===== src/hdl/icn_pkg.sv =====
// Shared constants for the idle cursor nudge generator.
// Holds register indexes, reset values, widths and pattern codes.
// No dependencies.
`timescale 1ns / 1ps
`default_nettype none

package icn_pkg;

   // Coordinate width default for the top level
   localparam int COORD_BITS_DEFAULT = 16;

   // Register widths
   localparam int IDLE_WAIT_W = 13;
   localparam int STEP_DIST_W = 7;
   localparam int SCREEN_W    = 15;
   localparam int CSR_DATA_W  = 15;
   localparam int CSR_ADDR_W  = 2;
   localparam int TIME_W      = 32;
   localparam int STEP_W      = 8;

   // Register indexes
   localparam logic [CSR_ADDR_W-1:0] REG_IDLE_WAIT     = 2'd0;
   localparam logic [CSR_ADDR_W-1:0] REG_STEP_DISTANCE = 2'd1;
   localparam logic [CSR_ADDR_W-1:0] REG_SCREEN_WIDTH  = 2'd2;
   localparam logic [CSR_ADDR_W-1:0] REG_SCREEN_HEIGHT = 2'd3;

   // Register reset values
   localparam logic [IDLE_WAIT_W-1:0] IDLE_WAIT_RESET = 13'd30;
   localparam logic [STEP_DIST_W-1:0] STEP_DIST_RESET = 7'd5;
   localparam logic [SCREEN_W-1:0]    WIDTH_RESET     = 15'd1920;
   localparam logic [SCREEN_W-1:0]    HEIGHT_RESET    = 15'd1080;

   // Item kinds
   localparam logic KIND_SAMPLE = 1'b0;
   localparam logic KIND_REPORT = 1'b1;

   // Nudge patterns
   localparam logic [1:0] PAT_HORIZONTAL = 2'd0;
   localparam logic [1:0] PAT_VERTICAL   = 2'd1;
   localparam logic [1:0] PAT_DIAGONAL   = 2'd2;
   localparam logic [1:0] PAT_LAST       = PAT_DIAGONAL;

   // Distance from a screen edge at which an axis turns around
   localparam int EDGE_MARGIN = 10;

endpackage : icn_pkg

`default_nettype wire


===== src/hdl/idle_cursor_nudge_generator.sv =====
// Idle cursor nudge generator: input register, single-pass decision logic,
// output register. Depends on icn_pkg for constants and register indexes.
`timescale 1ns / 1ps
`default_nettype none

//  channel | ports                    | direction | handshake
//  --------+--------------------------+-----------+-------------------
//  req     | kind, cursor, now        | in        | req_valid/ready
//  rsp     | move, step, user_active  | out       | rsp_valid/ready
//  csr     | wen, addr, wdata         | in        | write on csr_wen
//
// One item per cycle sustained while rsp is ready: an item waits in the
// input register, where the decision logic updates state and loads the
// output register, which drives the result on rsp.
// Synchronous reset clears valids and state and sets the configuration registers to defaults.
// A stalled rsp holds the output register; the input register keeps
// accepting while the output register is free or drains, and reports pass
// through without needing it.
module idle_cursor_nudge_generator #(
   parameter int COORD_BITS = icn_pkg::COORD_BITS_DEFAULT
) (
   input  wire logic                          clock,
   input  wire logic                          reset,
   // input channel
   input  wire logic                          req_valid,
   output logic                               req_ready,
   input  wire logic                          req_kind,
   input  wire logic signed [COORD_BITS-1:0]  req_cursor_x,
   input  wire logic signed [COORD_BITS-1:0]  req_cursor_y,
   input  wire logic [icn_pkg::TIME_W-1:0]    req_now_seconds,
   // result channel
   output logic                               rsp_valid,
   input  wire logic                          rsp_ready,
   output logic                               rsp_move_issued,
   output logic signed [icn_pkg::STEP_W-1:0]  rsp_step_x,
   output logic signed [icn_pkg::STEP_W-1:0]  rsp_step_y,
   output logic                               rsp_user_active,
   // configuration
   input  wire logic                          csr_wen,
   input  wire logic [icn_pkg::CSR_ADDR_W-1:0] csr_addr,
   input  wire logic [icn_pkg::CSR_DATA_W-1:0] csr_wdata
);
   import icn_pkg::*;

   localparam int SUM_W = ((COORD_BITS > SCREEN_W) ? COORD_BITS : SCREEN_W) + 2;
   localparam logic signed [SUM_W-1:0] MARGIN_S = SUM_W'(EDGE_MARGIN);

   // configuration registers
   logic [IDLE_WAIT_W-1:0] idle_wait_ff;
   logic [STEP_DIST_W-1:0] step_dist_ff;
   logic [SCREEN_W-1:0]    width_ff;
   logic [SCREEN_W-1:0]    height_ff;

   // input register
   logic                   s1_valid_ff;
   logic                   s1_kind_ff;
   logic [COORD_BITS-1:0]  s1_x_ff;
   logic [COORD_BITS-1:0]  s1_y_ff;
   logic [TIME_W-1:0]      s1_now_ff;

   // block state
   logic [COORD_BITS-1:0]  last_x_ff, last_x_in;
   logic [COORD_BITS-1:0]  last_y_ff, last_y_in;
   logic [TIME_W-1:0]      act_time_ff, act_time_in;
   logic                   waiting_ff, waiting_in;
   logic [1:0]             pattern_ff, pattern_in;
   logic                   x_rev_ff, x_rev_in;
   logic                   y_rev_ff, y_rev_in;

   // output register
   logic                   out_valid_ff;
   logic                   out_move_ff, out_move_in;
   logic [STEP_W-1:0]      out_dx_ff, out_dx_in;
   logic [STEP_W-1:0]      out_dy_ff, out_dy_in;
   logic                   out_active_ff, out_active_in;

   // handshake control
   logic out_free;
   logic s1_fire;
   logic s1_result;

   // decision terms
   logic                    moved;
   logic [TIME_W-1:0]       elapsed;
   logic                    still_waiting;
   logic [STEP_W-1:0]       d_pos, d_neg;
   logic [STEP_W-1:0]       dx_pre, dy_pre;
   logic signed [SUM_W-1:0] sum_x, sum_y, hi_x, hi_y;
   logic                    edge_x, edge_y;
   logic                    x_dir, y_dir;
   logic                    wrap;

   // advance the pipeline
   assign out_free  = !out_valid_ff || rsp_ready;
   assign s1_result = (s1_kind_ff == KIND_SAMPLE);
   assign s1_fire   = s1_valid_ff && (!s1_result || out_free);
   assign req_ready = !s1_valid_ff || s1_fire;

   // step magnitudes in both directions
   assign d_pos = {1'b0, step_dist_ff};
   assign d_neg = STEP_W'(0) - d_pos;

   // decide activity, wait and step for the item in the input register
   always_comb begin
      moved         = (s1_x_ff != last_x_ff) || (s1_y_ff != last_y_ff);
      elapsed       = s1_now_ff - act_time_ff;
      still_waiting = waiting_ff && (elapsed < TIME_W'(idle_wait_ff));

      // step before edge checks
      unique case (pattern_ff)
         PAT_VERTICAL: begin
            dx_pre = '0;
            dy_pre = y_rev_ff ? d_neg : d_pos;
         end
         PAT_DIAGONAL: begin
            dx_pre = x_rev_ff ? d_neg : d_pos;
            dy_pre = y_rev_ff ? d_neg : d_pos;
         end
         default: begin
            dx_pre = x_rev_ff ? d_neg : d_pos;
            dy_pre = '0;
         end
      endcase

      // bounce off the screen margins
      sum_x  = {{(SUM_W-COORD_BITS){s1_x_ff[COORD_BITS-1]}}, s1_x_ff}
             + {{(SUM_W-STEP_W){dx_pre[STEP_W-1]}}, dx_pre};
      sum_y  = {{(SUM_W-COORD_BITS){s1_y_ff[COORD_BITS-1]}}, s1_y_ff}
             + {{(SUM_W-STEP_W){dy_pre[STEP_W-1]}}, dy_pre};
      hi_x   = {{(SUM_W-SCREEN_W){1'b0}}, width_ff} - MARGIN_S;
      hi_y   = {{(SUM_W-SCREEN_W){1'b0}}, height_ff} - MARGIN_S;
      edge_x = (sum_x < MARGIN_S) || (sum_x > hi_x);
      edge_y = (sum_y < MARGIN_S) || (sum_y > hi_y);
      x_dir  = x_rev_ff ^ edge_x;
      y_dir  = y_rev_ff ^ edge_y;
      wrap   = (pattern_ff >= PAT_LAST);

      // defaults: hold state
      last_x_in     = last_x_ff;
      last_y_in     = last_y_ff;
      act_time_in   = act_time_ff;
      waiting_in    = waiting_ff;
      pattern_in    = pattern_ff;
      x_rev_in      = x_rev_ff;
      y_rev_in      = y_rev_ff;
      out_move_in   = 1'b0;
      out_dx_in     = '0;
      out_dy_in     = '0;
      out_active_in = 1'b0;

      priority if (!s1_result) begin
         // position report: remember it only
         last_x_in = s1_x_ff;
         last_y_in = s1_y_ff;
      end else if (moved) begin
         // user moved the cursor: restart the wait
         last_x_in     = s1_x_ff;
         last_y_in     = s1_y_ff;
         act_time_in   = s1_now_ff;
         waiting_in    = 1'b1;
         out_active_in = 1'b1;
      end else if (still_waiting) begin
         out_active_in = 1'b1;
      end else begin
         // issue a nudge and advance the pattern
         waiting_in  = 1'b0;
         out_move_in = 1'b1;
         out_dx_in   = edge_x ? (x_dir ? d_neg : d_pos) : dx_pre;
         out_dy_in   = edge_y ? (y_dir ? d_neg : d_pos) : dy_pre;
         pattern_in  = wrap ? PAT_HORIZONTAL : pattern_ff + 2'd1;
         x_rev_in    = x_dir ^ wrap;
         y_rev_in    = y_dir ^ wrap;
      end
   end

   // configuration writes
   always_ff @(posedge clock) begin
      if (reset) begin
         idle_wait_ff <= IDLE_WAIT_RESET;
         step_dist_ff <= STEP_DIST_RESET;
         width_ff     <= WIDTH_RESET;
         height_ff    <= HEIGHT_RESET;
      end else if (csr_wen) begin
         unique case (csr_addr)
            REG_IDLE_WAIT:     idle_wait_ff <= csr_wdata[IDLE_WAIT_W-1:0];
            REG_STEP_DISTANCE: step_dist_ff <= csr_wdata[STEP_DIST_W-1:0];
            REG_SCREEN_WIDTH:  width_ff     <= csr_wdata[SCREEN_W-1:0];
            REG_SCREEN_HEIGHT: height_ff    <= csr_wdata[SCREEN_W-1:0];
            default: ;
         endcase
      end
   end

   // input register valid
   always_ff @(posedge clock) begin
      if (reset) begin
         s1_valid_ff <= 1'b0;
      end else if (req_ready) begin
         s1_valid_ff <= req_valid;
      end
   end

   // input register payload
   always_ff @(posedge clock) begin
      if (req_valid && req_ready) begin
         s1_kind_ff <= req_kind;
         s1_x_ff    <= req_cursor_x;
         s1_y_ff    <= req_cursor_y;
         s1_now_ff  <= req_now_seconds;
      end
   end

   // block state update
   always_ff @(posedge clock) begin
      if (reset) begin
         last_x_ff   <= '1;
         last_y_ff   <= '1;
         act_time_ff <= '0;
         waiting_ff  <= 1'b0;
         pattern_ff  <= PAT_HORIZONTAL;
         x_rev_ff    <= 1'b0;
         y_rev_ff    <= 1'b0;
      end else if (s1_fire) begin
         last_x_ff   <= last_x_in;
         last_y_ff   <= last_y_in;
         act_time_ff <= act_time_in;
         waiting_ff  <= waiting_in;
         pattern_ff  <= pattern_in;
         x_rev_ff    <= x_rev_in;
         y_rev_ff    <= y_rev_in;
      end
   end

   // output register valid
   always_ff @(posedge clock) begin
      if (reset) begin
         out_valid_ff <= 1'b0;
      end else if (out_free) begin
         out_valid_ff <= s1_fire && s1_result;
      end
   end

   // output register payload
   always_ff @(posedge clock) begin
      if (s1_fire && s1_result) begin
         out_move_ff   <= out_move_in;
         out_dx_ff     <= out_dx_in;
         out_dy_ff     <= out_dy_in;
         out_active_ff <= out_active_in;
      end
   end

   assign rsp_valid       = out_valid_ff;
   assign rsp_move_issued = out_move_ff;
   assign rsp_step_x      = out_dx_ff;
   assign rsp_step_y      = out_dy_ff;
   assign rsp_user_active = out_active_ff;

endmodule : idle_cursor_nudge_generator

`default_nettype wire

===== config.mk =====
export PLATFORM = sky130hd
export DESIGN_NAME = idle_cursor_nudge_generator
export DESIGN_NICKNAME = d
export VERILOG_FILES = /design/src/hdl/icn_pkg.sv /design/src/hdl/idle_cursor_nudge_generator.sv
export SDC_FILE = /design/constraint.sdc
export NUM_CORES = 1
export LEC_CHECK = 0
export BUFFER_PORTS_ARGS = -buffer_cell sky130_fd_sc_hd__buf_2
export CAP_MARGIN = 20
export CELL_PAD_IN_SITES_DETAIL_PLACEMENT = 1
export CELL_PAD_IN_SITES_GLOBAL_PLACEMENT = 2
export CORE_MARGIN = 1
export CORE_UTILIZATION = 41
export CTS_BUF_LIST = sky130_fd_sc_hd__clkbuf_16
export CTS_CLUSTER_SIZE = 28
export DETAILED_ROUTE_END_ITERATION = 8
export HOLD_SLACK_MARGIN = 0.12
export PLACE_DENSITY_LB_ADDON = 0.1
export SETUP_SLACK_MARGIN = 0.4
export SKIP_LAST_GASP = 1
export SLEW_MARGIN = 40
export SYNTH_ARGS = -nofsm -noshare
export SYNTH_HDL_FRONTEND = slang
export SYNTH_SLANG_ARGS = --single-unit
export TNS_END_PERCENT = 100

===== constraint.sdc =====
create_clock -name clock -period 8.9 [get_ports clock]
set_input_delay 1.78 -clock clock [delete_from_list [all_inputs] [get_ports clock]]
set_output_delay 1.78 -clock clock [all_outputs]
set_load 0.05 [all_outputs]

== Yosys cells after proc, flatten, opt, wreduce, memory -nomap -nowiden ==
Cells that the tools add are included.

* Bits in latches: 0
* Input port bits: 87
* Register bits after elaboration: 204
* Bits in read-only memories: 0
* Memories kept: 0
* Bits in writable memories: 0

* Muxes and demuxes: 18
* Bitwise gates (word level): 7
* Shifts and indexed selects: 0
* Reductions and logical operators: 25
* Equality and inequality tests: 8
* $lt $le $gt $ge: 6
* Multipliers: 0
* Div/mod/pow operators: 0
* $add $sub $neg: 7

{| class="wikitable"
|+ Operators by type and width
! operator !! count
|-
| $mux 16 || 4
|-
| $mux 8 || 8
|-
| $add 16x8->17 || 2
|-
| $gt 17x16->1 || 2
|-
| $lt 17x5->1 const B || 2
|-
| $lt 32x13->1 || 1
|-
| $ne 16x16->1 || 2
|-
| $sub 15x4->16 const B || 2
|-
| $sub 32x32->32 || 1
|-
| $reduce_and 2->1 || 5
|-
| $sub 1x7->8 const A || 1
|-
| $eq 2x2->1 const B || 3
|-
| $logic_or 1x1->1 || 6
|-
| $reduce_and 3->1 || 2
|-
| $mux 1 || 5
|-
| $eq 2x1->1 const B || 2
|-
| $logic_and 1x1->1 || 4
|-
| $reduce_and 4->1 || 1
|-
| $reduce_or 2->1 || 2
|-
| $xor 1x1->1 || 4
|-
| $not 1->1 || 3
|-
| $reduce_or 3->1 || 1
|-
| $add 2x1->2 const B || 1
|-
| $ge 2x2->1 const B || 1
|-
| other kinds (5) || 6
|}

== Logic depth before layout (Yosys ltp) ==
* Word-level depth: 9
* Depth in mapped cells: 27
* Gate-level depth less buffers: 26

== Worst setup path before layout ==
Ideal clock, no wire load.

* Kind: flip-flop to flip-flop
* Start point: register step_dist_ff[2]
* End point: register out_dx_ff[7] (netlist: rsp_step_x[7]) (data pin)
* Cell stages (with the launch flop): 26
* Path slack: 3.150 ns
* Setup time: 0.138 ns
* Arrival: 5.612 ns
* Path through: dfxtp_1 -> clkbuf_1 -> or3_1 -> clkbuf_1 -> or3_1 -> clkbuf_1 -> nor3_1 -> nor2_1 -> ha_1 -> and3_1 -> a221o_1 -> a21oi_1 -> a31oi_1 -> o211ai_1 -> nand2_1 -> xor2_1 -> ha_1 -> nand4_1 -> nor4b_2 -> mux2i_1 -> or4_4 -> o221ai_2 -> a31oi_1 -> nor2_1 -> mux2_1 -> nor2_1

* Longest elaborated chain between the ends: 9
* Elaborated cells on any way between the ends: 10
* Those cells by class: 2 x add/sub; 2 x order compare; 4 x mux; 1 x bitwise; 1 x reduce/logical

{| class="wikitable"
|+ Ends and longest elaborated chain
! item !! line !! RTL
|-
| start, declared || idle_cursor_nudge_generator.sv:50 || <nowiki>logic [STEP_DIST_W-1:0] step_dist_ff;</nowiki>
|-
| start signal, assigned || idle_cursor_nudge_generator.sv:186 || <nowiki>REG_STEP_DISTANCE: step_dist_ff <= csr_wdata[STEP_DIST_W-1:0];</nowiki>
|-
| $sub 1x7->8 || idle_cursor_nudge_generator.sv:101 || <nowiki>assign d_neg = STEP_W'(0) - d_pos;</nowiki>
|-
| $mux 8 || idle_cursor_nudge_generator.sv:116, idle_cursor_nudge_generator.sv:120 ||
|-
| $mux 8 || n/a ||
|-
| $add 16x8->17 || idle_cursor_nudge_generator.sv:127 || <nowiki>+ {{(SUM_W-STEP_W){dx_pre[STEP_W-1]}}, dx_pre};</nowiki>
|-
| $lt 17x5->1 / $gt 17x16->1 (equally long branches) || idle_cursor_nudge_generator.sv:132 || <nowiki>edge_x = (sum_x < MARGIN_S) || (sum_x > hi_x);</nowiki>
|-
| $logic_or 1x1->1 || idle_cursor_nudge_generator.sv:132 ||
|-
| $xor 1x1->1 || idle_cursor_nudge_generator.sv:134 || <nowiki>x_dir = x_rev_ff ^ edge_x;</nowiki>
|-
| $mux 8 || idle_cursor_nudge_generator.sv:168 || <nowiki>out_dx_in = edge_x ? (x_dir ? d_neg : d_pos) : dx_pre;</nowiki>
|-
| $mux 8 (*) || idle_cursor_nudge_generator.sv:168 ||
|-
| end signal, assigned || idle_cursor_nudge_generator.sv:247 || <nowiki>out_dx_ff <= out_dx_in;</nowiki>
|-
| end, declared || idle_cursor_nudge_generator.sv:73 || <nowiki>logic [STEP_W-1:0] out_dx_ff, out_dx_in;</nowiki>
|}

Mark *: on every way between the ends. The rest lies on a longest branch, timed or not.
A chain may end at the register's enable or synchronous reset.

== Final worst setup path ==
Same ends and word-level chain as after synthesis.

==> flow_summary.yaml <==
outcome:
  status: "complete, no violations"
setup_path:
  rr_endpoint: "rsp_step_x[7]"
  crit_type: "flip-flop to flip-flop"
  startpoint_type: "flip-flop"
  cp_data_required_time_ns: 9.29
  rr_worst_depth: 22
  path_max_fanout: 9
  cp.arrival_ns: 7.11
  end_kind: "flip-flop"
  rrSetupSlack_ns: 2.19
  rr_startpoint: "step_dist_ff[2]"
run:
  maxCapViolations: 0
synth:
  yosys.area.top_type_share: 0.186
  yosysSeqAreaShare: 0.367
  synth_seq_cells: 204
  async_flop_share: 0
  syn_nets: 1712
  synth-compound-area-share: 0.186
  synth_top_family_by_area: "simple AND/OR/NAND/NOR gates"
  synth_fa_ha_area_frac: 0.104
  syn-mean-instance-area_um2: 8.85
  synth_edf_count: 83
  yosysTopAreaCell: "edfxtp_1"
  synth_ff_type: "dfxtp_1"
  synthXorXnorAreaFrac: 0.0722
  synth_cells: 1515
  ys_types: 88
  ys_top_cells_by_area: "edfxtp_1, dfxtp_1, ha_1"
  ys_warn_count: 0
  synthSimpleGateAreaFrac: 0.186
  syn_area_mm2: 0.0134
  synthMuxAreaShare: 0.0345
finish:
  most-common-layout-cells: "nor2_1, nand2_1, inv_1"
  area_growth_pct: 13.1
  final_area_mm2: 0.0151
  fill_cells: 3784
  final_common_cell: "nor2_1"
  drive_gt1_frac: 0.122
  nets: 1790
floorplan:
  ioPinCount: 107
  core_mm2: 0.0319
  die_width_um: 183
  initial_core_util: 0.420
  rows: 65
  dieHeight_um: 183
  die_area_mm2: 0.0334
placed_design:
  gp_congestion: 0.907
  port_buffers: 106
  dp_hpwl_um: 29900
  placed_cell_area_mm2: 0.0143
min_path:
  min_from: "idle_wait_ff[12]"
  min_path_cells: 2
  min_to: "idle_wait_ff[12]"
  hp-class: "flip-flop to flip-flop"
sta:
  tightestPinTransition_ns: 0.824
  fin_tns_setup_ns: 0
  skew_ns: 0.0155
  fmax_ghz: 0.149
  slew-limit-headroom: 0.450
  hold_viol_final: 0
  period_share: 0.754
  fin_crit_ns: 6.71
  setup_viol: 0
  drv_slew: 0
  rsz0062_at_grt: "false"
drt:
  vias_per_cell: 5.54
  drc: 0
  drt_iter0_markers: 551
  via_count: 11339
  detail-route-antenna-nets: 0
  wl_um: 38900
  detail_route.wl_per_cell_um: 19.0
  dr.pass1.iters: 6
global_route:
  grt_overflow: 0
  antenna_found_initial: 1
  grt_pass1_wl_um: 61300
  grt_use_total: 0.232
  grt_pass1_vias: 11568
  grt_max_degree: 89
clocking:
  cts_buffers: 26
  post_cts_buffers: 0
  htreeDepth: 1
  cts.clk_slew.worst_paths_ns: 0.06
  postCtsResizedCells: 0
  cts_tree: "yes"
  postCtsHoldBufs: 0
  ctsLongestPathBuffers: 3
  clock_latency_ns: 0.54
  ctsRootBufferMaster: "clkbuf_16"
  cts.sinks: 204
power_and_ir_drop:
  p_leak_nw: 6.02
  irDropWorstVdd_uv: 145
  power_per_cell_area_mw_per_mm2: 164
==> power breakdown <==
group          leakage [nW]  internal (mW)  switching, mW
Clock                 0.432          0.588          0.412
Sequential             1.78           1.02         0.0402
Combinational          3.81          0.169          0.250
Total                  6.02           1.78          0.702
==> critical path: stages (launching register included) <==
cell and delay (ns):
dfxtp_1 0.42, or3_1 0.49, or3_1 0.48, nor3_1 0.37, nor2_2 0.22, ha_1 0.39
and3_1 0.24, a221o_1 0.36, a21oi_1 0.35, a31oi_1 0.14, o211ai_1 0.17, nand2_1 0.08
xor2_1 0.16, ha_1 0.31, nand4_1 0.11, nor4b_2 0.26, mux2i_1 0.11, or4_4 0.49
o221ai_2 0.08, a31oi_1 0.28, nor2_1 0.56, mux2_1 0.39, nor2_1 0.09
==> per-layer routing <==
metal / wire length [um] / global-route usage / vias up / share of wire
met5: 0 / 0 / - / 0
met4: 1250 / 0.0800 / 0 / 0.032
met3: 1470 / 0.0353 / 51 / 0.038
met2: 19100 / 0.414 / 186 / 0.49
met1: 17100 / 0.284 / 5524 / 0.44
li1: - / - / 5578 / -
==> flip-flops by register name, summed over array words and instances, names as in the netlist <==
signal / flops
act_time_ff: 32
s1_now_ff: 32
last_x_ff: 16
last_y_ff: 16
s1_x_ff: 16
s1_y_ff: 16
height_ff: 15
width_ff: 15
idle_wait_ff: 13
rsp_step_x: 8
rsp_step_y: 8
step_dist_ff: 7
pattern_ff: 2
rsp_move_issued: 1
rsp_user_active: 1
rsp_valid: 1
s1_kind_ff: 1
s1_valid_ff: 1
waiting_ff: 1
x_rev_ff: 1
y_rev_ff: 1
==> logic make-up after synthesis <==
| kind of cell | Yosys count |
|---|---|
| buffers and inverters | 177 |
| muxes | 46 |
| AOI/OAI and AO/OA | 366 |
| xor gates and xnor gates | 108 |
| and+or+nand+nor | 504 |
| DFF | 204 |
| adders and majority gates | 110 |
==> worst max path at each step <==
| stage | from | endpoint | slack [ns] | depth (start not counted) |
|---|---|---|---|---|
| final | step_dist_ff[2] | rsp_step_x[7] | 2.19 | 22 |
| after global routing | step_dist_ff[0] | rsp_step_y[5] | 1.52 | 25 |
| after CTS | step_dist_ff[2] | rsp_step_x[7] | 2.23 | 22 |
| after detailed placement | step_dist_ff[2] | rsp_step_x[7] | 2.27 | 22 |
| after global placement | step_dist_ff[2] | rsp_step_x[7] | 2.40 | 22 |
| after floorplan | step_dist_ff[2] | rsp_step_x[7] | 3.15 | 25 |
==> area by class of cell <==
type                    count  area [um^2]  area share
flip-flops and latches    204         4910       0.324
well taps                 435          544      0.0359
clock inverters            21          160      0.0106
clock buffers              26          651      0.0429
repair buffers            110          567      0.0374
diodes                      1         2.50    0.000165
multi-input cells        1134         7870       0.520
inverters                 117          439      0.0290
==> cells in the mapped netlist (all sizes together) (10+ instances only) <==
cell type / number
and2: 10
xor2: 53
clkbuf: 57
o21a: 18
inv: 117
mux2i: 45
dfxtp: 121
ha: 107
nand3b: 13
a211o: 39
nor2: 159
a31oi: 12
a21o: 19
nor4: 20
edfxtp: 83
xnor2: 54
a211oi: 17
nor3: 24
a21oi: 113
or4: 12
nand2: 136
nor2b: 25
nand4: 16
nand2b: 17
o21ai: 58
nand3: 19
==> per-stage QoR <==
stage	util	cells	hold slack, ns	setup slack (ns)	power [mW]
4_1_cts	0.475	2047	0.458	2.23	2.51
5_1_grt	0.475	2047	0.475	1.52	2.60
6_report	0.475	2048	0.461	2.19	2.48
2_1_floorplan	-	1515	0.436	3.15	1.37
3_5_place_dp	0.449	2000	0.450	2.27	1.50
3_3_place_gp	0.449	2000	0.442	2.40	1.49
(Power assumes the default switching activity.)
